===== src/sv/cws_pkg.sv =====
package cws_pkg;

  // Screen and number format
  localparam int SCREEN_W   = 256;
  localparam int SCREEN_H   = 192;
  localparam int FRAC_BITS  = 12;
  localparam int MAX_RADIUS = 128;

  // Field widths
  localparam int CX_W   = 22;
  localparam int TY_W   = 21;
  localparam int R_W    = 20;
  localparam int ROW_W  = 8;
  localparam int ROWO_W = 8;
  localparam int COL_W  = 9;

  // Internal widths: positions, radicand (r*r <= 2^38), root
  localparam int POS_W  = 24;
  localparam int RAD_W  = 39;
  localparam int ROOT_W = (RAD_W + 1) / 2;
  localparam int TRL_W  = RAD_W + 2;

  // Pipeline depth, start transfer to result strobe
  localparam int PREP_LAT = 3;
  localparam int FIN_LAT  = 3;
  localparam int PIPE_LAT = PREP_LAT + ROOT_W + FIN_LAT;

  localparam logic signed [POS_W-1:0] SCR_W_FP = POS_W'(SCREEN_W * (1 << FRAC_BITS));
  localparam logic signed [POS_W-1:0] SCR_H_FP = POS_W'(SCREEN_H * (1 << FRAC_BITS));
  localparam logic [R_W-1:0]          MAX_R_FP = R_W'(MAX_RADIUS * (1 << FRAC_BITS));
  localparam logic signed [POS_W-1:0] ONE_M1   = POS_W'((1 << FRAC_BITS) - 1);

  // Per-item values carried alongside the square roots
  typedef struct packed {
    logic signed [POS_W-1:0] cx;
    logic signed [POS_W-1:0] ty;
    logic signed [POS_W-1:0] cr;    // top_y + r
    logic signed [POS_W-1:0] ty2r;  // top_y + 2r
    logic [ROW_W-1:0]        row;
    logic                    ext_mode;
  } cws_side_t;

  typedef struct packed {
    logic              vld;
    logic [RAD_W-1:0]  rad_ext;
    logic [RAD_W-1:0]  rad_row;
    cws_side_t         side;
  } cws_rad_t;

  typedef struct packed {
    logic              vld;
    logic [ROOT_W-1:0] h_ext;
    logic [ROOT_W-1:0] h_row;
    cws_side_t         side;
  } cws_root_t;

endpackage


===== src/sv/cws_root_pipe.sv =====
module cws_root_pipe (
  input  logic               clk,
  input  logic               rst_n,
  input  cws_pkg::cws_rad_t  rad_i,
  output cws_pkg::cws_root_t root_o
);
  import cws_pkg::*;

  // one root bit per stage, both lanes side by side
  typedef struct packed {
    logic              vld;
    logic [RAD_W-1:0]  rem_e;
    logic [ROOT_W-1:0] q_e;
    logic [RAD_W-1:0]  rem_r;
    logic [ROOT_W-1:0] q_r;
    cws_side_t         side;
  } cws_rstage_t;

  cws_rstage_t st_r   [ROOT_W];
  cws_rstage_t st_nxt [ROOT_W];
  cws_rstage_t st_in  [ROOT_W];

  genvar i;
  generate
    for (i = 0; i < ROOT_W; i++) begin : g_stage
      localparam int K = ROOT_W - 1 - i;
      logic [TRL_W-1:0] trial_e, trial_r;

      if (i == 0) begin : g_first
        always_comb begin
          st_in[i].vld   = rad_i.vld;
          st_in[i].rem_e = rad_i.rad_ext;
          st_in[i].q_e   = '0;
          st_in[i].rem_r = rad_i.rad_row;
          st_in[i].q_r   = '0;
          st_in[i].side  = rad_i.side;
        end
      end else begin : g_next
        assign st_in[i] = st_r[i-1];
      end

      // (q + 2^K)^2 - q^2 = q*2^(K+1) + 4^K
      assign trial_e = (TRL_W'(st_in[i].q_e) << (K + 1)) | (TRL_W'(1) << (2 * K));
      assign trial_r = (TRL_W'(st_in[i].q_r) << (K + 1)) | (TRL_W'(1) << (2 * K));

      always_comb begin
        st_nxt[i] = st_in[i];
        if ({2'b00, st_in[i].rem_e} >= trial_e) begin
          st_nxt[i].rem_e = st_in[i].rem_e - trial_e[RAD_W-1:0];
          st_nxt[i].q_e   = st_in[i].q_e | (ROOT_W'(1) << K);
        end
        if ({2'b00, st_in[i].rem_r} >= trial_r) begin
          st_nxt[i].rem_r = st_in[i].rem_r - trial_r[RAD_W-1:0];
          st_nxt[i].q_r   = st_in[i].q_r | (ROOT_W'(1) << K);
        end
      end

      always_ff @(posedge clk) begin
        if (!rst_n) begin
          st_r[i].vld <= 1'b0;
        end else begin
          st_r[i].vld <= st_nxt[i].vld;
        end
      end

      always_ff @(posedge clk) begin
        st_r[i].rem_e <= st_nxt[i].rem_e;
        st_r[i].q_e   <= st_nxt[i].q_e;
        st_r[i].rem_r <= st_nxt[i].rem_r;
        st_r[i].q_r   <= st_nxt[i].q_r;
        st_r[i].side  <= st_nxt[i].side;
      end
    end
  endgenerate

  always_comb begin
    root_o.vld   = st_r[ROOT_W-1].vld;
    root_o.h_ext = st_r[ROOT_W-1].q_e;
    root_o.h_row = st_r[ROOT_W-1].q_r;
    root_o.side  = st_r[ROOT_W-1].side;
  end

endmodule


===== config.mk =====
export PLATFORM = sky130hd
export DESIGN_NAME = cws_root_pipe
export DESIGN_NICKNAME = d
export VERILOG_FILES = /design/src/sv/cws_pkg.sv /design/src/sv/cws_root_pipe.sv
export SDC_FILE = /design/constraint.sdc
export NUM_CORES = 2
export LEC_CHECK = 0
export BUFFER_PORTS_ARGS = -buffer_cell sky130_fd_sc_hd__buf_2
export CAP_MARGIN = 25
export CORE_ASPECT_RATIO = 1.25
export CORE_MARGIN = 2
export CORE_UTILIZATION = 35
export CTS_BUF_LIST = sky130_fd_sc_hd__clkbuf_8
export CTS_CLUSTER_DIAMETER = 150
export DETAILED_ROUTE_END_ITERATION = 8
export PLACE_DENSITY = 0.48
export SETUP_SLACK_MARGIN = 0.3
export SLEW_MARGIN = 20
export SYNTH_ARGS = -nofsm -noshare
export SYNTH_HDL_FRONTEND = slang
export SYNTH_MEMORY_MAX_BITS = 65536
export SYNTH_SLANG_ARGS = --single-unit
export TNS_END_PERCENT = 1

===== constraint.sdc =====
create_clock -name clk -period 3.49 [get_ports clk]
set_clock_uncertainty 0.1 [all_clocks]
set_input_delay 0.5235 -clock clk [delete_from_list [all_inputs] [get_ports clk]]
set_output_delay 0.5235 -clock clk [all_outputs]
set_load 0.005 [all_outputs]

Yosys cells after proc, flatten, opt, wreduce, memory -nomap -nowiden:

Memory sizes are Yosys's and may differ from the RTL's.
Cells that the tools add are included.

* input port bits: 186
* bits in writable memories: 4480
* register bits after elaboration: 0
* memories: 1
* output and inout port bits: 146

Memories
* st_r: words 20, width 224, read ports 20, clocked after Yosys merged registers in 0, wr ports 20, RTL line cws_root_pipe.sv:19 `cws_rstage_t st_r [ROOT_W];`

* bitwise operators: 20
* multiplexer cells: 62
* add/sub/neg operators: 40
* $lt $le $gt $ge: 40

Operator list (count)
* $mux 59: 40
* $ge 39x21->1: 2
* $ge 39x22->1: 2
* $ge 39x23->1: 2
* $ge 39x24->1: 2
* $ge 39x25->1: 2
* $ge 39x26->1: 2
* $ge 39x27->1: 2
* $ge 39x28->1: 2
* $ge 39x29->1: 2
* $ge 39x30->1: 2
* $ge 39x31->1: 2
* $ge 39x32->1: 2
* $ge 39x33->1: 2
* $ge 39x34->1: 2
* $ge 39x35->1: 2
* $ge 39x36->1: 2
* $ge 39x37->1: 2
* $ge 39x38->1: 2
* $ge 39x39->1: 2
* $ge 39x39->1 const B: 2
* $sub 39x21->39: 2
* $sub 39x22->39: 2
* $sub 39x23->39: 2
* other kinds (19): 76

Longest topological paths before layout:

An unclocked memory read counts as a cell.

* word-level depth: 3
* mapped depth: 13
* gate-level depth less buffers: 11

Worst setup path after synthesis:

No wires, ideal clock.

* path type: register to register
* start point: memory st_r[4][168] in the netlist's numbering
* end point: memory st_r[4][424] in the netlist's numbering
* arrival time: 2.734 ns
* path buffers: 1
* library setup time: 0.121 ns
* stages on the path, launching flop included: 12
* setup slack: 0.535 ns
* cell sequence: dfxtp_1 -> inv_1 -> ha_1 -> a21oi_1 -> nand2_1 -> a211oi_1 -> a211oi_1 -> o41a_1 -> and2b_1 -> nor2b_1 -> buf_4 -> mux2_2

RTL lines (RTL line)
* start, declared: cws_root_pipe.sv:19

==> summary.md <==
| Metric | Value |
|---|---|
| Critical path peak fanout | `19` |
| Fin util | `0.425` |
| Post-DP Area | `120000 µm²` |
| RR Startpoint | `st_r[3][783]$_DFF_P_` |
| Async SR Flop Fraction | `0` |
| Initial Utilization | `0.351` |
| Req. time, crit path | `approximately 4400 ps` |
| Hold Crit Endpoint | `st_r[1][240]$_DFF_P_` |
| Critical R2R Capture | `st_r[4][134]$_DFF_P_` |
| Crit end category | `flip-flop` |
| Cell area after layout | `137000 µm²` |
| YS warnings | `0` |
| Crit path max-delay cell type | `a2111oi_1` |
| Pwr dens | `between 800 and 900 nW/µm²` |
| Outcome | `complete, no violations` |
| Core area | `approximately 320000 µm²` |
| Gr busiest metal | `met2` |
| Nets | `10900` |
| Sequential area share after synthesis | `0.713` |
| Final setup viols | `0` |
| Top FF cell, synth | `dfxtp_1` |
| Detailed Routing Iterations Pass 1 | `5` |
| Final wirelength | `202 mm` |
| Port Buffers | `between 300 and 400` |
| Clock transition at path regs | `~60 ps` |
| Reg with most FFs | `st_r` |
| Via/cell ratio | `between 4 and 5` |
| Grt met3 use | `0.0286` |
| CTS root buffer | `clkbuf_8` |
| Worst slew margin | `0.443` |
| First-pass GRT wire length | `around 330 mm` |
| R2R depth | `11` |
| FMAX | `just over 0.3 GHz` |
| Clock Latency Late Sink | `1130 ps` |
| RSZ-0062 raised after global routing | `yes` |
| Cell count after synthesis | `8982` |
| Area delta synth->final | `21.1%` |
| Max-slew violations | `0` |
| Vias in the first global route | `67100` |
| Top delay family on crit path | `compound AO/OA/AOI/OAI gates` |
| ANT nets after route | `0` |
| Total number of vias | `64600` |
| Data arrival time of the worst path | `4130 ps` |
| Largest net degree at the start of global routing | `35` |
| GRT Total Usage | `0.121` |
| Max cap viols | `0` |
| Largest registers | `st_r (4022)` |
| Bufs on Longest Clock Path | `4` |
| Hold Vio Cnt, Final | `0` |
| CP Cell Sequence | `inv_1 > ha_1 > nor2_1 > a211oi_1 > a32oi_1 > a2111oi_1 > or3_1 > buf_12 > buf_4 > nor2_1 > a21oi_1` |
| Layout cells sized above 1 | `0.139` |
| Largest stage delay on the critical path | `640 ps` |
| Syn Area/Cell | `12.6 µm²` |
| Met1 Use GR | `0.135` |
| HP Class | `reg2reg` |
| GPL Wtd Cong | `about 0.9` |
| CP startpoint kind | `flip-flop` |
| Final min period | `3240 ps` |
| CTS Buf Count | `619` |
| Top Ports | `332` |
| Hold Path Cell Cnt | `0` |
| Worst slew pin tran | `about 830 ps` |
| Bufs and invs on worst path | `3` |
| Die Y | `639 µm` |
| CTS H-tree lvls | `6` |
| Max reg flops | `4022` |
| Synthesized area | `~110000 µm²` |
| CTS tree | `done` |
| DR WL/cell | `13.5 µm` |
| GRT Residual Overflow | `0` |
| HPWL after DPL | `approximately 140 mm` |
| Initial DRC count | `2426` |
| Period utilization | `0.929` |
| Worst VDD drop | `~440 µV` |
| Die span in x | `approximately 510 µm` |
| Antenna violations before repair | `2` |
| Hold slack final | `194 ps` |
| Cell variety after synth | `95` |
| #FFs+latches synth | `roughly 4000` |
| Reg-to-reg slack, setup | `250 ps` |
| Met2 GRT Util | `0.214` |
| Sink Count | `4022` |
| CP most frequent cell | `nor2_1` |
| Kind of critical path | `reg2reg` |
| # DRC | `0` |
| Setup TNS | `0 ps` |
| Leak | `0.0610 µW` |
| Die area | `327000 µm²` |
| Post-synth EDFFs | `0` |
| HP Start | `st_r[1][16]$_DFF_P_` |
| Core Rows | `233` |
layer usage:
| layer | routed length [µm] | vias up | part of all wire |
|---|---|---|---|
| li1 | - | 33200 | - |
| met1 | 85900 | 29600 | 0.42 |
| met2 | 97900 | 1298 | 0.48 |
| met3 | 9510 | 585 | 0.047 |
| met4 | 8860 | 0 | 0.044 |
| met5 | 0 | - | 0 |
area by class of cell:
| class | instances | area (µm²) |
|---|---|---|
| flip-flops and latches | 4022 | 80500 |
| well taps | 4230 | 5290 |
| clock buffers | 768 | 10600 |
| multi-input cells | 4318 | 30000 |
| repair buffers | 798 | 6160 |
| diodes | 4 | 10.0 |
| clock inverters | 316 | 2150 |
| inverters | 544 | 2040 |
| fillers | 29900 | 185000 |
placed cells by master (no fill, tap or decap), types with 39 or more instances in the layout:
cell type	count
and2_1	39
nor4_1	214
nand4_1	85
nor2b_1	49
o21ai_0	286
dlygate4sd3_1	370
inv_1	704
xnor2_1	304
clkinv_2	76
nand3_1	109
o21a_1	90
a21o_1	146
or4_1	53
buf_4	91
mux2_2	72
a211oi_1	41
nand2b_1	81
ha_1	452
nor2_1	409
and3_1	39
dfxtp_1	4022
buf_2	331
a31oi_1	44
a21oi_1	371
or3_1	63
nand2_1	418
clkbuf_8	768
nor4b_1	40
xor2_1	302
nor3_1	185
timing repair:
action / CTS / global route
buffers inserted: 0 / 3
endpoints found under the hold margin: 203 / 0
pin swaps: 0 / 1
endpoints found under the setup margin: 62 / 211
gates resized for setup: 2 / 19
hold buffers: 370 / 0
logic make-up (layout without fill, tap and decap cells):
family | count (synthesis) | count (layout) | synth area share
AOI/OAI and AO/OA | 1234 | 1234 | 0.0690
xor gates and xnor gates | 606 | 606 | 0.0470
adders and majority gates | 452 | 452 | 0.0501
buffers and inverters | 643 | 2426 | 0.0219
DFF | 4022 | 4022 | 0.713
muxes | 83 | 83 | 0.00818
other | 1 | 6 | 0.0000332
and+or+nand+nor | 1941 | 1941 | 0.0904
where the power goes:
| part | switching, µW | internal, µW | leakage [µW] |
|---|---|---|---|
| Sequential | 4170 | 52500 | 0.0338 |
| Combinational | 10700 | 9390 | 0.0200 |
| Clock | 17400 | 21300 | 0.00718 |
through the flow:
| step | power (µW) | cells | setup slack, ps |
|---|---|---|---|
| detailed placement | 77400 | 13500 | 179 |
| finish | 115000 | 15000 | 247 |
| global route | 123000 | 15000 | 158 |
| global placement | 77000 | 13500 | 192 |
| floorplan | 71500 | 8983 | 535 |
| CTS | 117000 | 15000 | 201 |
worst max path at each step:
stage                                       start                   end  slack, ps  depth (start not counted)
after global routing      st_r[3][781]$_SDFF_PN1_  st_r[4][133]$_DFF_P_        160                         11
final                        st_r[3][783]$_DFF_P_  st_r[4][134]$_DFF_P_        250                         11
after CTS                    st_r[4][168]$_DFF_P_  st_r[4][437]$_DFF_P_        200                         11
after detailed placement     st_r[4][168]$_DFF_P_  st_r[4][437]$_DFF_P_        180                         11
after floorplan              st_r[4][168]$_DFF_P_  st_r[4][424]$_DFF_P_        540                         11
after global placement       st_r[4][168]$_DFF_P_  st_r[4][416]$_DFF_P_        190                         12
worst register-to-register path, cell delays in order (launching register included):
cell,delay (ps)
dfxtp_1,410
inv_1,70
ha_1,330
nor2_1,60
a211oi_1,460
a32oi_1,200
a2111oi_1,640
or3_1,270
buf_12,170
buf_4,220
nor2_1,60
a21oi_1,180
Yosys cell counts (all sizes together) (42+ instances only):
library cell	number	area [µm²]
ha	452	5660
a31oi	44	275
a21o	146	1100
nand2b	81	507
mux2	74	833
nor2	409	1540
dfxtp	4022	80500
clkbuf	64	240
nand4	85	532
nor4b	43	377
a21oi	373	1870
nor4	221	1410
o21a	90	676
nor3	187	958
xnor2	304	2660
or4	54	409
nand3	109	546
o21ai	290	1450
inv	544	2040
or3	64	400
nand2	419	1580
a211oi	42	315
xor2	302	2650
nor2b	51	319
(Power assumes the default switching activity.)
