**src/sv/cws_pkg.sv**
```systemverilog
package cws_pkg;

  // Screen and number format
  localparam int SCREEN_W   = 256;
  localparam int SCREEN_H   = 192;
  localparam int FRAC_BITS  = 12;
  localparam int MAX_RADIUS = 128;

  // Field widths
  localparam int CX_W   = 22;
  localparam int TY_W   = 21;
  localparam int R_W    = 20;
  localparam int ROW_W  = 8;
  localparam int ROWO_W = 8;
  localparam int COL_W  = 9;

  // Internal widths: positions, radicand (r*r <= 2^38), root
  localparam int POS_W  = 24;
  localparam int RAD_W  = 39;
  localparam int ROOT_W = (RAD_W + 1) / 2;
  localparam int TRL_W  = RAD_W + 2;

  // Pipeline depth, start transfer to result strobe
  localparam int PREP_LAT = 3;
  localparam int FIN_LAT  = 3;
  localparam int PIPE_LAT = PREP_LAT + ROOT_W + FIN_LAT;

  localparam logic signed [POS_W-1:0] SCR_W_FP = POS_W'(SCREEN_W * (1 << FRAC_BITS));
  localparam logic signed [POS_W-1:0] SCR_H_FP = POS_W'(SCREEN_H * (1 << FRAC_BITS));
  localparam logic [R_W-1:0]          MAX_R_FP = R_W'(MAX_RADIUS * (1 << FRAC_BITS));
  localparam logic signed [POS_W-1:0] ONE_M1   = POS_W'((1 << FRAC_BITS) - 1);

  // Per-item values carried alongside the square roots
  typedef struct packed {
    logic signed [POS_W-1:0] cx;
    logic signed [POS_W-1:0] ty;
    logic signed [POS_W-1:0] cr;    // top_y + r
    logic signed [POS_W-1:0] ty2r;  // top_y + 2r
    logic [ROW_W-1:0]        row;
    logic                    ext_mode;
  } cws_side_t;

  typedef struct packed {
    logic              vld;
    logic [RAD_W-1:0]  rad_ext;
    logic [RAD_W-1:0]  rad_row;
    cws_side_t         side;
  } cws_rad_t;

  typedef struct packed {
    logic              vld;
    logic [ROOT_W-1:0] h_ext;
    logic [ROOT_W-1:0] h_row;
    cws_side_t         side;
  } cws_root_t;

endpackage

```
**src/sv/cws_finish.sv**
```systemverilog
module cws_finish (
  input  logic                         clk,
  input  logic                         rst_n,
  input  cws_pkg::cws_root_t           root_i,
  output logic                         out_valid,
  output logic                         out_in_span,
  output logic [cws_pkg::ROWO_W-1:0]   out_top_row,
  output logic [cws_pkg::ROWO_W-1:0]   out_bottom_row,
  output logic [cws_pkg::COL_W-1:0]    out_left_col,
  output logic [cws_pkg::COL_W-1:0]    out_right_col
);
  import cws_pkg::*;

  function automatic logic signed [POS_W-1:0] cws_clamp(input logic signed [POS_W-1:0] v,
                                                        input logic signed [POS_W-1:0] hi);
    logic signed [POS_W-1:0] res;
    res = v;
    if (v < 0) begin
      res = '0;
    end else if (v > hi) begin
      res = hi;
    end
    return res;
  endfunction

  logic signed [POS_W-1:0] h_e_s, h_r_s;
  logic signed [POS_W-1:0] a_top_nxt, a_bot_nxt, a_left_nxt, a_right_nxt;
  logic                    a_vld_r;
  logic signed [POS_W-1:0] a_top_r, a_bot_r, a_left_r, a_right_r;
  logic [ROW_W-1:0]        a_row_r;

  logic signed [POS_W-1:0] ct, cb, cl, cr, cb_up;
  logic                    b_vld_r;
  logic [ROWO_W-1:0]       b_top_r, b_bot_r;
  logic [COL_W-1:0]        b_left_r, b_right_r;
  logic [ROW_W-1:0]        b_row_r;

  logic                    span_nxt;
  logic                    out_valid_r, out_in_span_r;
  logic [ROWO_W-1:0]       out_top_row_r, out_bottom_row_r;
  logic [COL_W-1:0]        out_left_col_r, out_right_col_r;

  // stage A: unclipped extent and row edges
  assign h_e_s = signed'({{(POS_W-ROOT_W){1'b0}}, root_i.h_ext});
  assign h_r_s = signed'({{(POS_W-ROOT_W){1'b0}}, root_i.h_row});

  assign a_top_nxt   = root_i.side.ext_mode ? root_i.side.cr - h_e_s : root_i.side.ty;
  assign a_bot_nxt   = root_i.side.ext_mode ? root_i.side.cr + h_e_s : root_i.side.ty2r;
  assign a_left_nxt  = root_i.side.cx - h_r_s;
  assign a_right_nxt = root_i.side.cx + h_r_s;

  always_ff @(posedge clk) begin
    a_top_r   <= a_top_nxt;
    a_bot_r   <= a_bot_nxt;
    a_left_r  <= a_left_nxt;
    a_right_r <= a_right_nxt;
    a_row_r   <= root_i.side.row;
  end

  // stage B: clip to screen, whole rows and columns
  assign ct    = cws_clamp(a_top_r, SCR_H_FP);
  assign cb    = cws_clamp(a_bot_r, SCR_H_FP);
  assign cl    = cws_clamp(a_left_r, SCR_W_FP);
  assign cr    = cws_clamp(a_right_r, SCR_W_FP);
  assign cb_up = cb + ONE_M1;

  always_ff @(posedge clk) begin
    b_top_r   <= ct[FRAC_BITS +: ROWO_W];
    b_bot_r   <= cb_up[FRAC_BITS +: ROWO_W];
    b_left_r  <= cl[FRAC_BITS +: COL_W];
    b_right_r <= cr[FRAC_BITS +: COL_W];
    b_row_r   <= a_row_r;
  end

  // stage C: span test, output register
  assign span_nxt = (b_row_r >= b_top_r) && (b_row_r < b_bot_r);

  always_ff @(posedge clk) begin
    out_in_span_r    <= span_nxt;
    out_top_row_r    <= b_top_r;
    out_bottom_row_r <= b_bot_r;
    out_left_col_r   <= span_nxt ? b_left_r : '0;
    out_right_col_r  <= span_nxt ? b_right_r : '0;
  end

  always_ff @(posedge clk) begin
    if (!rst_n) begin
      a_vld_r     <= 1'b0;
      b_vld_r     <= 1'b0;
      out_valid_r <= 1'b0;
    end else begin
      a_vld_r     <= root_i.vld;
      b_vld_r     <= a_vld_r;
      out_valid_r <= b_vld_r;
    end
  end

  assign out_valid      = out_valid_r;
  assign out_in_span    = out_in_span_r;
  assign out_top_row    = out_top_row_r;
  assign out_bottom_row = out_bottom_row_r;
  assign out_left_col   = out_left_col_r;
  assign out_right_col  = out_right_col_r;

endmodule

```
**config.mk**
```make
export PLATFORM = sky130hd
export DESIGN_NAME = cws_finish
export DESIGN_NICKNAME = d
export VERILOG_FILES = /design/src/sv/cws_pkg.sv /design/src/sv/cws_finish.sv
export SDC_FILE = /design/constraint.sdc
export NUM_CORES = 1
export LEC_CHECK = 0
export ABC_AREA = 0
export BUFFER_PORTS_ARGS = -buffer_cell sky130_fd_sc_hd__buf_2
export CORE_MARGIN = 1.5
export CORE_UTILIZATION = 60
export DETAILED_ROUTE_END_ITERATION = 10
export GPL_TIMING_DRIVEN = 0
export PLACE_DENSITY = 0.91
export SYNTH_ARGS = -nofsm -noshare
export SYNTH_HDL_FRONTEND = slang
export SYNTH_SLANG_ARGS = --single-unit
export TNS_END_PERCENT = 100
```
**constraint.sdc**
```tcl
create_clock -name clk -period 5.75 [get_ports clk]
set_clock_uncertainty 0.05 [all_clocks]
set_input_delay 0.2875 -clock clk [delete_from_list [all_inputs] [get_ports clk]]
set_output_delay 0.2875 -clock clk [all_outputs]
set_load 0.02 [all_outputs]
```
Yosys cells after proc, flatten, opt, wreduce, memory -nomap -nowiden

Cells that the tools add are included.

$add $sub $neg: 5
$lt $le $gt $ge: 10
Multiplexer cells: 7
Reduce and logical (&&, ||, !) cells: 4

Operators by type and width:

| kind                   | number |
|---|---|
| $lt 24x1->1 const B    | 4 |
| $mux 20                | 3 |
| $add 24x21->24         | 2 |
| $gt 24x21->1 const B   | 2 |
| $gt 24x22->1 const B   | 2 |
| $mux 24                | 2 |
| $sub 24x21->24         | 2 |
| $mux 21                | 2 |
| $add 20x13->20 const B | 1 |
| $ge 8x8->1             | 1 |
| $lt 8x8->1             | 1 |
| $reduce_or 2->1        | 3 |
| $logic_and 1x1->1      | 1 |

Register bits after elaboration: 184
Bits of input ports: 148
Output and inout port bits: 36
Word-level logic and storage cells: 47

Logic depth before layout (Yosys ltp)

Depth after elaboration: 4
Depth in mapped cells: 10
Mapped depth without buffers: 10

Least setup slack after synthesis

No wires, ideal clock.

Kind: in2reg
Start: in root_i[81] in the netlist's numbering
End: reg a_left_r[20]
Setup time: 0.130 ns
Data arrival time: 2.331 ns
Data required time: 5.570 ns
Setup slack: 3.239 ns
Cell stages on the path: 10
Path buffers: 0
Path through: inv_1 -> ha_1 -> fa_1 -> nor2b_1 -> o211ai_1 -> a2111oi_1 -> o41ai_2 -> a21oi_1 -> a211oi_1 -> xor2_1

Word-level cells in the longest chain between the ends: 1

RTL lines:

| element                | line             | RTL |
|---|---|---|
| start: declaration     | cws_finish.sv:4  | `input cws_pkg::cws_root_t root_i,` |
| $sub 24x21->24         | cws_finish.sv:49 | `assign a_left_nxt = root_i.side.cx - h_r_s;` |
| via a_left_nxt[20]     | cws_finish.sv:27 | `logic signed [POS_W-1:0] a_top_nxt, a_bot_nxt, a_left_nxt, a_right_nxt;` |
| end signal: assignment | cws_finish.sv:55 | `a_left_r <= a_left_nxt;` |
| end: declaration       | cws_finish.sv:29 | `logic signed [POS_W-1:0] a_top_r, a_bot_r, a_left_r, a_right_r;` |

The timed path passes the listed nets, and every way through them passes these cells.
A chain may end at the register's enable or synchronous reset.

Final worst setup path

Start: reg b_row_r[0]
End: reg out_left_col_r[5], in the netlist out_left_col[5]

Word-level cells in the longest chain between the ends: 2
Elaborated cells between the ends (all ways): 3
Those cells by class: order compare (2); reduce/logical (1)

RTL lines:

| element                                  | line             | RTL |
|---|---|---|
| start: declaration                       | cws_finish.sv:36 | `logic [ROW_W-1:0] b_row_r;` |
| start signal: assignment                 | cws_finish.sv:72 | `b_row_r <= a_row_r;` |
| $ge 8x8->1 or $lt 8x8->1 (tied branches) | cws_finish.sv:76 | `assign span_nxt = (b_row_r >= b_top_r) && (b_row_r < b_bot_r);` |
| $logic_and 1x1->1 (*)                    | cws_finish.sv:76 |  |
| end signal: assignment                   | cws_finish.sv:82 | `out_left_col_r <= span_nxt ? b_left_r : '0;` |
| end: declaration                         | cws_finish.sv:41 | `logic [COL_W-1:0] out_left_col_r, out_right_col_r;` |

Mark *: on every way between the ends. The rest lies on a longest branch, timed or not.

==> impl_metrics.yaml <==
status:
  status: "complete, no violations"
sta:
  slew_headroom_pct: 26.5
  finalHoldViolCount: 0
  rsz0062_at_grt: "false"
  period_needed_ns: 3.07
  clock.fmax_ghz: 0.325
  fin_setup_tns_ns: 0
  setup_viol: 0
  slew_viol_final: 0
  fin_crit_sh_pct: 53.5
  worst_pin_slew_ns: 1.10
  hold_ws_ns: 0.00930
clock_tree:
  clk_latency_ns: 0.43
  cts_max_path_buffers: 2
  postCtsSetupBuffers: 0
  path_clk_slew_ns: 0.07
  clockRootBuffer: "clkbuf_16"
  htree_levels: 4
  cts_tree: "yes"
  cts.sinks: 183
  cts_buffers: 17
synthesis:
  async_flop_share_pct: 0
  yosys.cell_count.top_type: "dfxtp_1"
  synth_cells: 1115
  synth_common_cells: "dfxtp_1, nor2_1, inv_1"
  seq_area_frac_synth_pct: 37.2
  synth_edf_count: 0
  synth_seq_cells: 183
  synth_flop_cell: "dfxtp_1"
  yosys_warnings: 0
  syn_area_mm2: 0.00985
  postSynthAreaPerCell_um2: 8.83
  netlist_top_cells_area: "dfxtp_1, ha_1, xnor2_1, a21oi_1, nor2_1"
  synth_top_area_share_pct: 37.2
  syn_nets: 1362
  synth_cell_types: 75
  yosysTopAreaCell: "dfxtp_1"
final_layout:
  multi_input_area_mm2: 0.00562
  fill_cells: 1165
  fin_util_pct: 73.6
  seqCellArea_mm2: 0.00366
  instances_no_fill: 1561
  nets: 1572
  drive_gt1_share_pct: 18.5
  syn2layout_area_growth_pct: 19.2
detailed_routing:
  wirelength_um: 26000
  dr.pass1.iters: 5
  postRouteAntennaNets: 0
  drc: 0
  via_per_inst: 5.61
  drt_iter0_drc: 520
  wl_per_cell_um: 16.7
  vias: 8758
grt:
  top_usage_layer: "met2"
  grt_use_total_pct: 30.2
  grt_use_met1_pct: 34.9
  gr-usage-met3_pct: 6.33
  grt.overflow.total: 0
  grt_use_met2_pct: 54.5
  grt_pass1_wl_um: 41800
  grt_pass1_vias: 8636
  antenna_found_initial: 8
  grt_max_degree: 19
setup_path:
  timing.critical_path.mode_cell: "a21o_1"
  r2r_cells: 10
  path_delay_family: "compound AO/OA/AOI/OAI gates"
  start_kind: "flip-flop"
  crit_cells: 10
  arrival_ns: 3.32
  cp_max_fo: 10
  worstPathBufferInverterCount: 2
  slowest_stage: "a31oi_1"
  crit_type: "flip-flop to flip-flop"
  worstPathRequired_ns: 6.00
  critical_path.max_stage_delay_ns: 0.83
  reg2reg_slack_ns: 2.68
  crit_path_cell_trace: "inv_1 > ha_1 > nand2b_1 > a21o_1 > a21o_1 > a21oi_1 > o21ai_1 > a31oi_1 > clkbuf_1 > nor3b_1"
  end_kind: "flip-flop"
power_and_ir_drop:
  ir_drop_uv: 220
  p_per_area_mw_per_mm2: 289
  p_leak_nw: 5.38
placed_design:
  gp_congestion: 0.967
  port_buffers: 182
  post-dp-hpwl_um: 20100
  place_inst: 1513
die:
  die-area_mm2: 0.0172
  io_pins: 184
  die_x_um: 131
  initial_core_util_pct: 61.8
  placementRows: 46
  core-area_mm2: 0.0159
  die-height_um: 131
worst_hold_path:
  holdPathStages: 2
  min_path_type: "input pin to flip-flop"
flow_run:
  maxCapViolCount: 0
==> worst reg2reg max path, delay by kind of cell, from the launching register on <==
kind | cells | cell delay, ns
AOI/OAI and AO/OA | 5 | 1.52
buffers and inverters | 2 | 0.49
DFF | 1 | 0.33
and+or+nand+nor | 2 | 0.28
adders and majority gates | 1 | 0.27
==> layout by cell type (no fill, tap or decap), drive strengths merged, types with 24 or more instances in the layout <==
master / Yosys / final
dfxtp: 183 / 183
xnor2: 50 / 50
ha: 95 / 95
nor2: 105 / 105
clkbuf: 37 / 55
nand2: 46 / 46
inv: 96 / 103
buf: 11 / 193
o21ai: 38 / 38
a21oi: 85 / 85
nor3: 24 / 24
==> flip-flops by register name (all words and copies together) (netlist names) <==
register,cells
b_bot_r,8
out_top_row,8
b_left_r,9
out_right_col,9
a_bot_r,24
b_vld_r,1
a_top_r,24
a_left_r,23
out_left_col,9
b_top_r,8
a_right_r,24
b_row_r,8
b_right_r,9
out_in_span,1
a_row_r,8
a_vld_r,1
out_valid,1
out_bottom_row,8
==> final cells by class <==
class,count,share of cell area (%)
Multi-Input combinational cell,787,47.9
Sequential cell,183,31.2
Timing Repair Buffer,191,8.53
Clock buffer,18,3.74
Inverter,97,3.10
Tap cell,216,2.30
Buffer,48,1.70
Clock inverter,14,1.34
Antenna cell,7,0.149
==> report_power, final <==
part / switching, mW / total [mW] / internal (mW)
logic: 0.442 / 0.752 / 0.310
registers: 0.0663 / 1.48 / 1.41
clock network: 0.530 / 1.16 / 0.629
==> cells by family (layout without fill, tap and decap cells) <==
| group | after synthesis | after routing | share of synthesized area (%) |
|---|---|---|---|
| buffers and inverters | 145 | 368 | 5.72 |
| flip-flops | 183 | 183 | 37.2 |
| multiplexers | 6 | 6 | 0.686 |
| AND/OR/NAND/NOR | 339 | 339 | 17.8 |
| other | 0 | 7 | 0 |
| adder cells (fa/ha/maj) | 99 | 99 | 12.9 |
| XOR/XNOR | 71 | 71 | 6.32 |
| AO/OA/AOI/OAI | 272 | 272 | 19.3 |
==> routing by layer <==
metal	up-vias	routed length, um	part of all wire, %
met5	-	13	0.050
met4	2	779	3.0
met3	57	1790	6.9
met2	326	13000	50
met1	4054	10400	40
li1	4319	-	-
==> per-stage QoR <==
step | worst slack [ns] | cell area [um^2] | power (mW)
global placement | 2.77 | 11000 | 2.20
finish | 2.68 | 11700 | 3.39
CTS | 2.72 | 11700 | 3.38
detailed placement | 2.69 | 11000 | 2.23
floorplan | 3.24 | 9850 | 1.99
global route | 2.54 | 11700 | 3.53
==> worst paths after layout <==
path	end	startpoint
worst max-delay path	out_left_col[5]$_SDFF_PN0_	b_row_r[0]$_DFF_P_
worst min register to register	b_row_r[1]$_DFF_P_	a_row_r[1]$_DFF_P_
worst max register to register	out_left_col[5]$_SDFF_PN0_	b_row_r[0]$_DFF_P_
worst min-delay path	a_vld_r$_SDFF_PN0_	root_i[145]
==> timing repair <==
item	4_1_cts	5_1_grt
hold endpoints to repair	9	0
gates resized for setup	0	0
hold buffers	9	0
endpoints found under the setup margin	0	0
Power figures use the tool's default switching activity.
