<file path="config.mk">
export PLATFORM = sky130hd
export DESIGN_NAME = cws_prep
export DESIGN_NICKNAME = d
export VERILOG_FILES = /design/src/sv/cws_pkg.sv /design/src/sv/cws_prep.sv
export SDC_FILE = /design/constraint.sdc
export NUM_CORES = 2
export LEC_CHECK = 0
export ABC_AREA = 1
export BUFFER_PORTS_ARGS = -buffer_cell sky130_fd_sc_hd__buf_2
export CELL_PAD_IN_SITES_DETAIL_PLACEMENT = 1
export CELL_PAD_IN_SITES_GLOBAL_PLACEMENT = 2
export CORE_MARGIN = 4
export CORE_UTILIZATION = 39
export DETAILED_ROUTE_END_ITERATION = 7
export PLACE_DENSITY = 0.88
export SETUP_SLACK_MARGIN = 0.2
export SLEW_MARGIN = 20
export SYNTH_ARGS = -nofsm -noshare
export SYNTH_HDL_FRONTEND = slang
export SYNTH_SLANG_ARGS = --single-unit
</file>
<file path="constraint.sdc">
create_clock -name clk -period 16.34 [get_ports clk]
set_input_delay 2.451 -clock clk [delete_from_list [all_inputs] [get_ports clk]]
set_output_delay 2.451 -clock clk [all_outputs]
set_load 0.01 [all_outputs]
</file>
<file path="src/sv/cws_pkg.sv">
package cws_pkg;

  // Screen and number format
  localparam int SCREEN_W   = 256;
  localparam int SCREEN_H   = 192;
  localparam int FRAC_BITS  = 12;
  localparam int MAX_RADIUS = 128;

  // Field widths
  localparam int CX_W   = 22;
  localparam int TY_W   = 21;
  localparam int R_W    = 20;
  localparam int ROW_W  = 8;
  localparam int ROWO_W = 8;
  localparam int COL_W  = 9;

  // Internal widths: positions, radicand (r*r <= 2^38), root
  localparam int POS_W  = 24;
  localparam int RAD_W  = 39;
  localparam int ROOT_W = (RAD_W + 1) / 2;
  localparam int TRL_W  = RAD_W + 2;

  // Pipeline depth, start transfer to result strobe
  localparam int PREP_LAT = 3;
  localparam int FIN_LAT  = 3;
  localparam int PIPE_LAT = PREP_LAT + ROOT_W + FIN_LAT;

  localparam logic signed [POS_W-1:0] SCR_W_FP = POS_W'(SCREEN_W * (1 << FRAC_BITS));
  localparam logic signed [POS_W-1:0] SCR_H_FP = POS_W'(SCREEN_H * (1 << FRAC_BITS));
  localparam logic [R_W-1:0]          MAX_R_FP = R_W'(MAX_RADIUS * (1 << FRAC_BITS));
  localparam logic signed [POS_W-1:0] ONE_M1   = POS_W'((1 << FRAC_BITS) - 1);

  // Per-item values carried alongside the square roots
  typedef struct packed {
    logic signed [POS_W-1:0] cx;
    logic signed [POS_W-1:0] ty;
    logic signed [POS_W-1:0] cr;    // top_y + r
    logic signed [POS_W-1:0] ty2r;  // top_y + 2r
    logic [ROW_W-1:0]        row;
    logic                    ext_mode;
  } cws_side_t;

  typedef struct packed {
    logic              vld;
    logic [RAD_W-1:0]  rad_ext;
    logic [RAD_W-1:0]  rad_row;
    cws_side_t         side;
  } cws_rad_t;

  typedef struct packed {
    logic              vld;
    logic [ROOT_W-1:0] h_ext;
    logic [ROOT_W-1:0] h_row;
    cws_side_t         side;
  } cws_root_t;

endpackage

</file>
<file path="src/sv/cws_prep.sv">
module cws_prep (
  input  logic                                 clk,
  input  logic                                 rst_n,
  input  logic                                 in_vld,
  input  logic signed [cws_pkg::CX_W-1:0]      in_cx,
  input  logic signed [cws_pkg::TY_W-1:0]      in_ty,
  input  logic [cws_pkg::R_W-1:0]              in_r,
  input  logic [cws_pkg::ROW_W-1:0]            in_row,
  output cws_pkg::cws_rad_t                    rad_o
);
  import cws_pkg::*;

  // stage 1: clamp radius, distances to the circle centre
  logic [R_W-1:0]          r_c;
  logic signed [POS_W-1:0] r_s, cx_e, ty_e, row_fp, de_full, dy, dy_abs;
  logic                    ext_neg, ext_pos;
  cws_side_t               side_nxt;
  logic                    de_ok_nxt, dr_ok_nxt;

  logic                    s1_vld_r;
  logic [R_W-1:0]          s1_r_r, s1_de_r, s1_dr_r;
  logic                    s1_de_ok_r, s1_dr_ok_r;
  cws_side_t               s1_side_r;

  // stage 2: squares
  logic [2*R_W-1:0]        rr_c, ee_c, yy_c;
  logic                    s2_vld_r;
  logic [RAD_W-1:0]        s2_rr_r, s2_ee_r, s2_yy_r;
  logic                    s2_de_ok_r, s2_dr_ok_r;
  cws_side_t               s2_side_r;

  // stage 3: radicands
  cws_rad_t                s3_r;
  cws_rad_t                s3_nxt;

  assign r_c    = (in_r > MAX_R_FP) ? MAX_R_FP : in_r;
  assign r_s    = signed'({{(POS_W-R_W){1'b0}}, r_c});
  assign cx_e   = POS_W'(in_cx);
  assign ty_e   = POS_W'(in_ty);
  assign row_fp = signed'({{(POS_W-ROW_W-FRAC_BITS){1'b0}}, in_row, {FRAC_BITS{1'b0}}});

  assign ext_neg = cx_e < 0;
  assign ext_pos = cx_e > SCR_W_FP;
  assign de_full = ext_neg ? -cx_e : cx_e - SCR_W_FP;

  always_comb begin
    side_nxt.cx       = cx_e;
    side_nxt.ty       = ty_e;
    side_nxt.cr       = ty_e + r_s;
    side_nxt.ty2r     = ty_e + (r_s <<< 1);
    side_nxt.row      = in_row;
    side_nxt.ext_mode = ext_neg | ext_pos;
  end

  assign dy        = row_fp - side_nxt.cr;
  assign dy_abs    = (dy < 0) ? -dy : dy;
  // a distance at or beyond the radius gives zero chord
  assign de_ok_nxt = (ext_neg | ext_pos) && (de_full < r_s);
  assign dr_ok_nxt = dy_abs < r_s;

  always_ff @(posedge clk) begin
    if (!rst_n) begin
      s1_vld_r <= 1'b0;
      s2_vld_r <= 1'b0;
      s3_r.vld <= 1'b0;
    end else begin
      s1_vld_r <= in_vld;
      s2_vld_r <= s1_vld_r;
      s3_r.vld <= s3_nxt.vld;
    end
  end

  always_ff @(posedge clk) begin
    s1_r_r     <= r_c;
    s1_de_r    <= de_full[R_W-1:0];
    s1_dr_r    <= dy_abs[R_W-1:0];
    s1_de_ok_r <= de_ok_nxt;
    s1_dr_ok_r <= dr_ok_nxt;
    s1_side_r  <= side_nxt;
  end

  assign rr_c = s1_r_r * s1_r_r;
  assign ee_c = s1_de_r * s1_de_r;
  assign yy_c = s1_dr_r * s1_dr_r;

  always_ff @(posedge clk) begin
    s2_rr_r    <= rr_c[RAD_W-1:0];
    s2_ee_r    <= ee_c[RAD_W-1:0];
    s2_yy_r    <= yy_c[RAD_W-1:0];
    s2_de_ok_r <= s1_de_ok_r;
    s2_dr_ok_r <= s1_dr_ok_r;
    s2_side_r  <= s1_side_r;
  end

  always_comb begin
    s3_nxt.vld     = s2_vld_r;
    s3_nxt.rad_ext = s2_de_ok_r ? s2_rr_r - s2_ee_r : '0;
    s3_nxt.rad_row = s2_dr_ok_r ? s2_rr_r - s2_yy_r : '0;
    s3_nxt.side    = s2_side_r;
  end

  always_ff @(posedge clk) begin
    s3_r.rad_ext <= s3_nxt.rad_ext;
    s3_r.rad_row <= s3_nxt.rad_row;
    s3_r.side    <= s3_nxt.side;
  end

  assign rad_o = s3_r;

endmodule

</file>
== Word-level counts from Yosys, hierarchy flattened ==
Cells that the tools add are included.
Word-level totals
  word-level logic and storage cells: 55
  output and inout bits: 184
  register bits: 553
  input bits: 74
Operators by class
  multiply operators: 3
  order comparisons: 6
  bitwise logic cells: 1
  reduce and logical (&&, ||, !) cells: 1
  add/sub/neg operators: 8
  mux-type cells: 3
Operators with widths (count)
  $mul 20x20->39: 3
  $sub 39x39->39: 2
  $lt 24x21->1: 2
  $mux 24: 2
  $neg 22->24: 1
  $neg 23->24: 1
  $add 21x22->23: 1
  $lt 23x1->1 const B: 1
  $sub 21x22->23: 1
  $sub 22x22->23 const B: 1
  $add 21x21->22: 1
  $gt 22x22->1 const B: 1
  $lt 22x1->1 const B: 1
  $gt 20x20->1 const B: 1
  $mux 20: 1
  $logic_and 1x1->1: 1
  $or 1x1->1: 1

== Logic depth before layout (Yosys ltp) ==
  depth after elaboration: 7
  mapped depth: 45
  mapped depth without buffers: 44

== Least setup slack after synthesis ==
OpenSTA, ideal clock, no wires.
  kind: in2reg
  from: input port in_r[0] in the netlist's numbering
  to: register s1_dr_ok_r
  data arrival time: 7.683 ns
  stages: 41
  path buffers: 2
  path slack: 8.591 ns
  library setup time: 0.066 ns
  path through: inv_1 -> nand4_1 -> nor2_1 -> nand3_1 -> nand2_1 -> inv_1 -> buf_1 -> nor2_1 -> ha_1 -> nand2_1 -> inv_1 -> a21oi_1 -> nand3_1 -> a21oi_1 -> o21bai_1 -> xor2_1 -> ha_1 -> a21oi_1 -> [5 not listed] -> nor3_1 -> nand2_1 -> nand2_1 -> nand2_1 -> buf_2 -> nor2_1 -> xor2_1 -> inv_1 -> ha_1 -> a21oi_1 -> o21ai_0 -> o2111ai_1 -> nand2_1 -> nand4_1 -> o211ai_1 -> a21oi_1 -> nand3_1 -> a21oi_2
Between the ends
  word-level cells in the longest chain between the ends: 7
  elaborated cells on any way between the ends: 8
RTL lines
  from (decl): RTL line cws_prep.sv:7  | input logic [cws_pkg::R_W-1:0] in_r,
  $gt 20x20->1: RTL line cws_prep.sv:36  | assign r_c = (in_r > MAX_R_FP) ? MAX_R_FP : in_r;
  $mux 20: RTL line cws_prep.sv:36
  named net r_c[9]: RTL line cws_prep.sv:14  | logic [R_W-1:0] r_c;
  $add 21x21->22: RTL line cws_prep.sv:49  | side_nxt.cr = ty_e + r_s;
  $sub 21x22->23: RTL line cws_prep.sv:55  | assign dy = row_fp - side_nxt.cr;
  $lt 23x1->1: RTL line cws_prep.sv:56  | assign dy_abs = (dy < 0) ? -dy : dy;
  $mux 24: RTL line cws_prep.sv:56
  named net dy_abs[5]: RTL line cws_prep.sv:15  | logic signed [POS_W-1:0] r_s, cx_e, ty_e, row_fp, de_full, dy, dy_abs;
  $lt 24x21->1: RTL line cws_prep.sv:59  | assign dr_ok_nxt = dy_abs < r_s;
  named net dr_ok_nxt: RTL line cws_prep.sv:18  | logic de_ok_nxt, dr_ok_nxt;
  to (signal assigned): RTL line cws_prep.sv:78  | s1_dr_ok_r <= dr_ok_nxt;
  to (decl): RTL line cws_prep.sv:22  | logic s1_de_ok_r, s1_dr_ok_r;
The timed path passes the listed nets, and every way through them passes these cells.
A chain may end at the register's enable or synchronous reset.

== Worst setup path in the final report ==
  from: input port in_r[7] in the netlist's numbering
  to: register s1_dr_ok_r
Between the ends
  word-level cells in the longest chain between the ends: 7
  elaborated cells on any way between the ends: 8
RTL lines (RTL line)
  $gt 20x20->1 (*): cws_prep.sv:36
  $mux 20 (*): cws_prep.sv:36
  named net r_c[0]: cws_prep.sv:14
  $add 21x21->22 (*): cws_prep.sv:49
  $sub 21x22->23 (*): cws_prep.sv:55
  $neg 23->24 / $lt 23x1->1 (equally long branches): cws_prep.sv:56
  $mux 24 (*): cws_prep.sv:56
  named net dy_abs[11]: cws_prep.sv:15
  $lt 24x21->1 (*): cws_prep.sv:59
  named net dr_ok_nxt: cws_prep.sv:18
The timed path passes the listed nets; every way through them passes the cells marked *.

==> impl_metrics.env <==
export IMPL_critPathMaxStageDelay_ns=0.39
export IMPL_synth_compound_area_share_pct=7.463
export IMPL_synth_adder_area_share_pct=44.14
export IMPL_final_cell_mix="inv_1, nand2_1, fa_1"
export IMPL_synth_top_family_by_area="adder cells"
export IMPL_postSynthCellCount=6497
export IMPL_synth_xor_area_share_pct=3.368
export IMPL_setup_viol=0
export IMPL_core_region_area_um2=139900
export IMPL_reg2reg_to="s2_rr_r[32]$_DFF_P_"
export IMPL_grt_max_degree=34
export IMPL_cap_violations=0
export IMPL_relSlewSlack_pct=20.70
export IMPL_ys_seq_elements=543
export IMPL_path_common_cell="a21oi_1"
export IMPL_final_nets=8243
export IMPL_r2r_cells=21
export IMPL_status="finished clean"
export IMPL_tightestPinTransition_ns=1.188
export IMPL_route_vias_total=42429
export IMPL_clock_sinks=543
export IMPL_muxShareOfSynthArea_pct=0
export IMPL_cts_tree="yes"
export IMPL_worstHoldPathCells=0
export IMPL_antenna_found_initial=12
export IMPL_hold_end="s2_side_r[4]$_DFF_P_"
export IMPL_synth_edff_count=0
export IMPL_cts_root_buf="clkbuf_16"
export IMPL_crit_path_end_kind="register"
export IMPL_grt_pass1_vias=47755
export IMPL_ys_warn_count=0
export IMPL_r2r_start="s1_r_r[10]$_DFF_P_"
export IMPL_start_kind="input port"
export IMPL_wl_per_cell_um=19.90
export IMPL_slew_violations=0
export IMPL_min_path_type="register to register"
export IMPL_worstPathMaxFanout=15
export IMPL_fin_crit_sh_pct=54.53
export IMPL_synth_area_um2=55060
export IMPL_fin_skew_ns=0.06462
export IMPL_die_h_um=383.7
export IMPL_port_buffers=257
export IMPL_path_clk_slew_ns=0.07
export IMPL_async_flop_share_pct=0
export IMPL_setup_tns_ns=0
export IMPL_post_cts_resized=0
export IMPL_drt_iter0_markers=1939
export IMPL_layout_commonest_cell="inv_1"
export IMPL_grtUsageTotal_pct=23.76
export IMPL_synth_cell_types=50
export IMPL_drive_gt1_share_pct=6.943
export IMPL_cts_buffer_depth=3
export IMPL_area_delta_synth_final_pct=10.20
export IMPL_antenna_left=0
export IMPL_initial_core_util_pct=39.36
export IMPL_cp_required_ns=16.98
export IMPL_grt_overflow_total=0
export IMPL_fillers=16861
export IMPL_die_area_um2=147200
export IMPL_worstSetupPathType="input port to register"
export IMPL_clock_latency_ns=0.70
export IMPL_routed_wl_um=172500
export IMPL_gp_congestion=0.8865
export IMPL_min_period_ns=8.911
export IMPL_die_w_um=383.7
export IMPL_drc=0
export IMPL_ys_flop_type="dfxtp_1"
export IMPL_synth_nets=8007
export IMPL_htree_levels=2
export IMPL_fmax_mhz=112.2
export IMPL_cts_setup_buffers=0
export IMPL_ys_seq_area_share_pct=19.74
export IMPL_hold_buffers=0
export IMPL_ios=258
export IMPL_r2r_slack_ns=8.65
export IMPL_rows=137
export IMPL_grt_pass1_wl_um=271000
export IMPL_cp_slowest_cell="ha_1"
export IMPL_via_per_inst=4.896
export IMPL_syn_area_per_cell_um2=8.474
export IMPL_dp_hpwl_um=145600
export IMPL_synthSimpleGateAreaFrac_pct=11.77
export IMPL_drtPass1Iterations=5
export IMPL_arrival_ns=9.55
export IMPL_cts_buffers=60
export IMPL_rsz0062_at_grt="false"
export IMPL_final_hold_viol_count=0
export IMPL_hp_start="s1_side_r[4]$_DFF_P_"
logic make-up after synthesis:
family | Yosys count
buffers and inverters | 1972
AND/OR/NAND/NOR | 1599
adder cells (fa/ha/maj) | 1436
AO/OA/AOI/OAI | 737
flip-flops | 543
XOR/XNOR | 210
state kept, by name, indices dropped and copies added, names as in the netlist, 20 cells and up:
| name | flops |
|---|---|
| rad_o | 175 |
| s1_side_r | 96 |
| s2_side_r | 96 |
| s2_rr_r | 38 |
| s2_ee_r | 37 |
| s2_yy_r | 37 |
| s1_r_r | 20 |
metrics by stage:
stage	util (%)	cell area [um^2]	std cells	worst slack (ns)	hold slack, ns
floorplan	-	55060	6497	8.591	0.3096
global placement	41.87	58560	8547	7.066	0.3097
detailed placement	41.87	58560	8547	6.719	0.3132
CTS	43.36	60660	8660	7.470	0.3087
global route	43.36	60660	8660	6.505	0.3275
finish	43.38	60670	8666	7.429	0.3133
worst max path at each step:
| stage | start | end | slack, ns | cells past startpoint |
|---|---|---|---|---|
| 2_1_floorplan | in_r[0] | s1_dr_ok_r$_DFF_P_ | 8.59 | 41 |
| 3_5_place_dp | in_r[7] | s1_dr_ok_r$_DFF_P_ | 6.72 | 40 |
| 5_1_grt | in_r[7] | s1_dr_ok_r$_DFF_P_ | 6.51 | 41 |
| 3_3_place_gp | in_r[8] | s1_dr_ok_r$_DFF_P_ | 7.07 | 40 |
| 4_1_cts | in_r[7] | s1_dr_ok_r$_DFF_P_ | 7.47 | 40 |
| 6_report | in_r[7] | s1_dr_ok_r$_DFF_P_ | 7.43 | 40 |
routing by layer:
layer	GRT usage [%]	part of all wire [%]	vias up
met5	0	0.016	-
li1	-	-	19845
met2	41.70	49	870
met3	3.280	5.1	241
met4	6.110	2.6	4
met1	30.80	43	21469
cells in the mapped netlist, drive strengths merged (5+ instances only):
cell type,n,area [um^2]
nor2,311,1244
xor2,127,1127
or2,8,50.05
a21oi,371,1864
nor4,11,68.82
o21a,36,270.3
nand2,1099,4168
o21bai,9,67.56
nand3,98,528.0
a211oi,5,37.54
o21ai,193,969.7
nor3,28,140.1
inv,1830,6869
nand4,36,225.2
fa,844,16900
a21o,12,90.09
a21boi,15,112.6
a221oi,5,43.79
a31oi,53,331.6
o221ai,10,87.58
o211ai,11,82.58
ha,592,7407
buf,30,151.4
o2111ai,5,43.79
xnor2,83,727.0
dfxtp,543,10870
clkbuf,112,420.4
critical path, delay by kind of cell:
family | cells | cell delay (ns)
simple gates | 15 | 2.26
compound gates | 12 | 1.97
fa+ha+maj | 4 | 1.37
buf+inv | 7 | 1.09
xor+xnor | 2 | 0.37
area by class of cell:
| type | instances | area, um^2 | share of cell area [%] |
|---|---|---|---|
| Antenna cell | 6 | 15.01 | 0.02475 |
| Sequential cell | 543 | 10870 | 17.92 |
| Clock buffer | 83 | 1678 | 2.766 |
| Timing Repair Buffer | 316 | 1729 | 2.850 |
| Multi-Input combinational cell | 3982 | 36750 | 60.56 |
| Tap cell | 1876 | 2347 | 3.869 |
| Clock inverter | 30 | 416.7 | 0.6867 |
| Inverter | 1830 | 6869 | 11.32 |
Power is not shown: default switching activity piles up to over one toggle a cycle in this logic, so the estimate is an artifact.
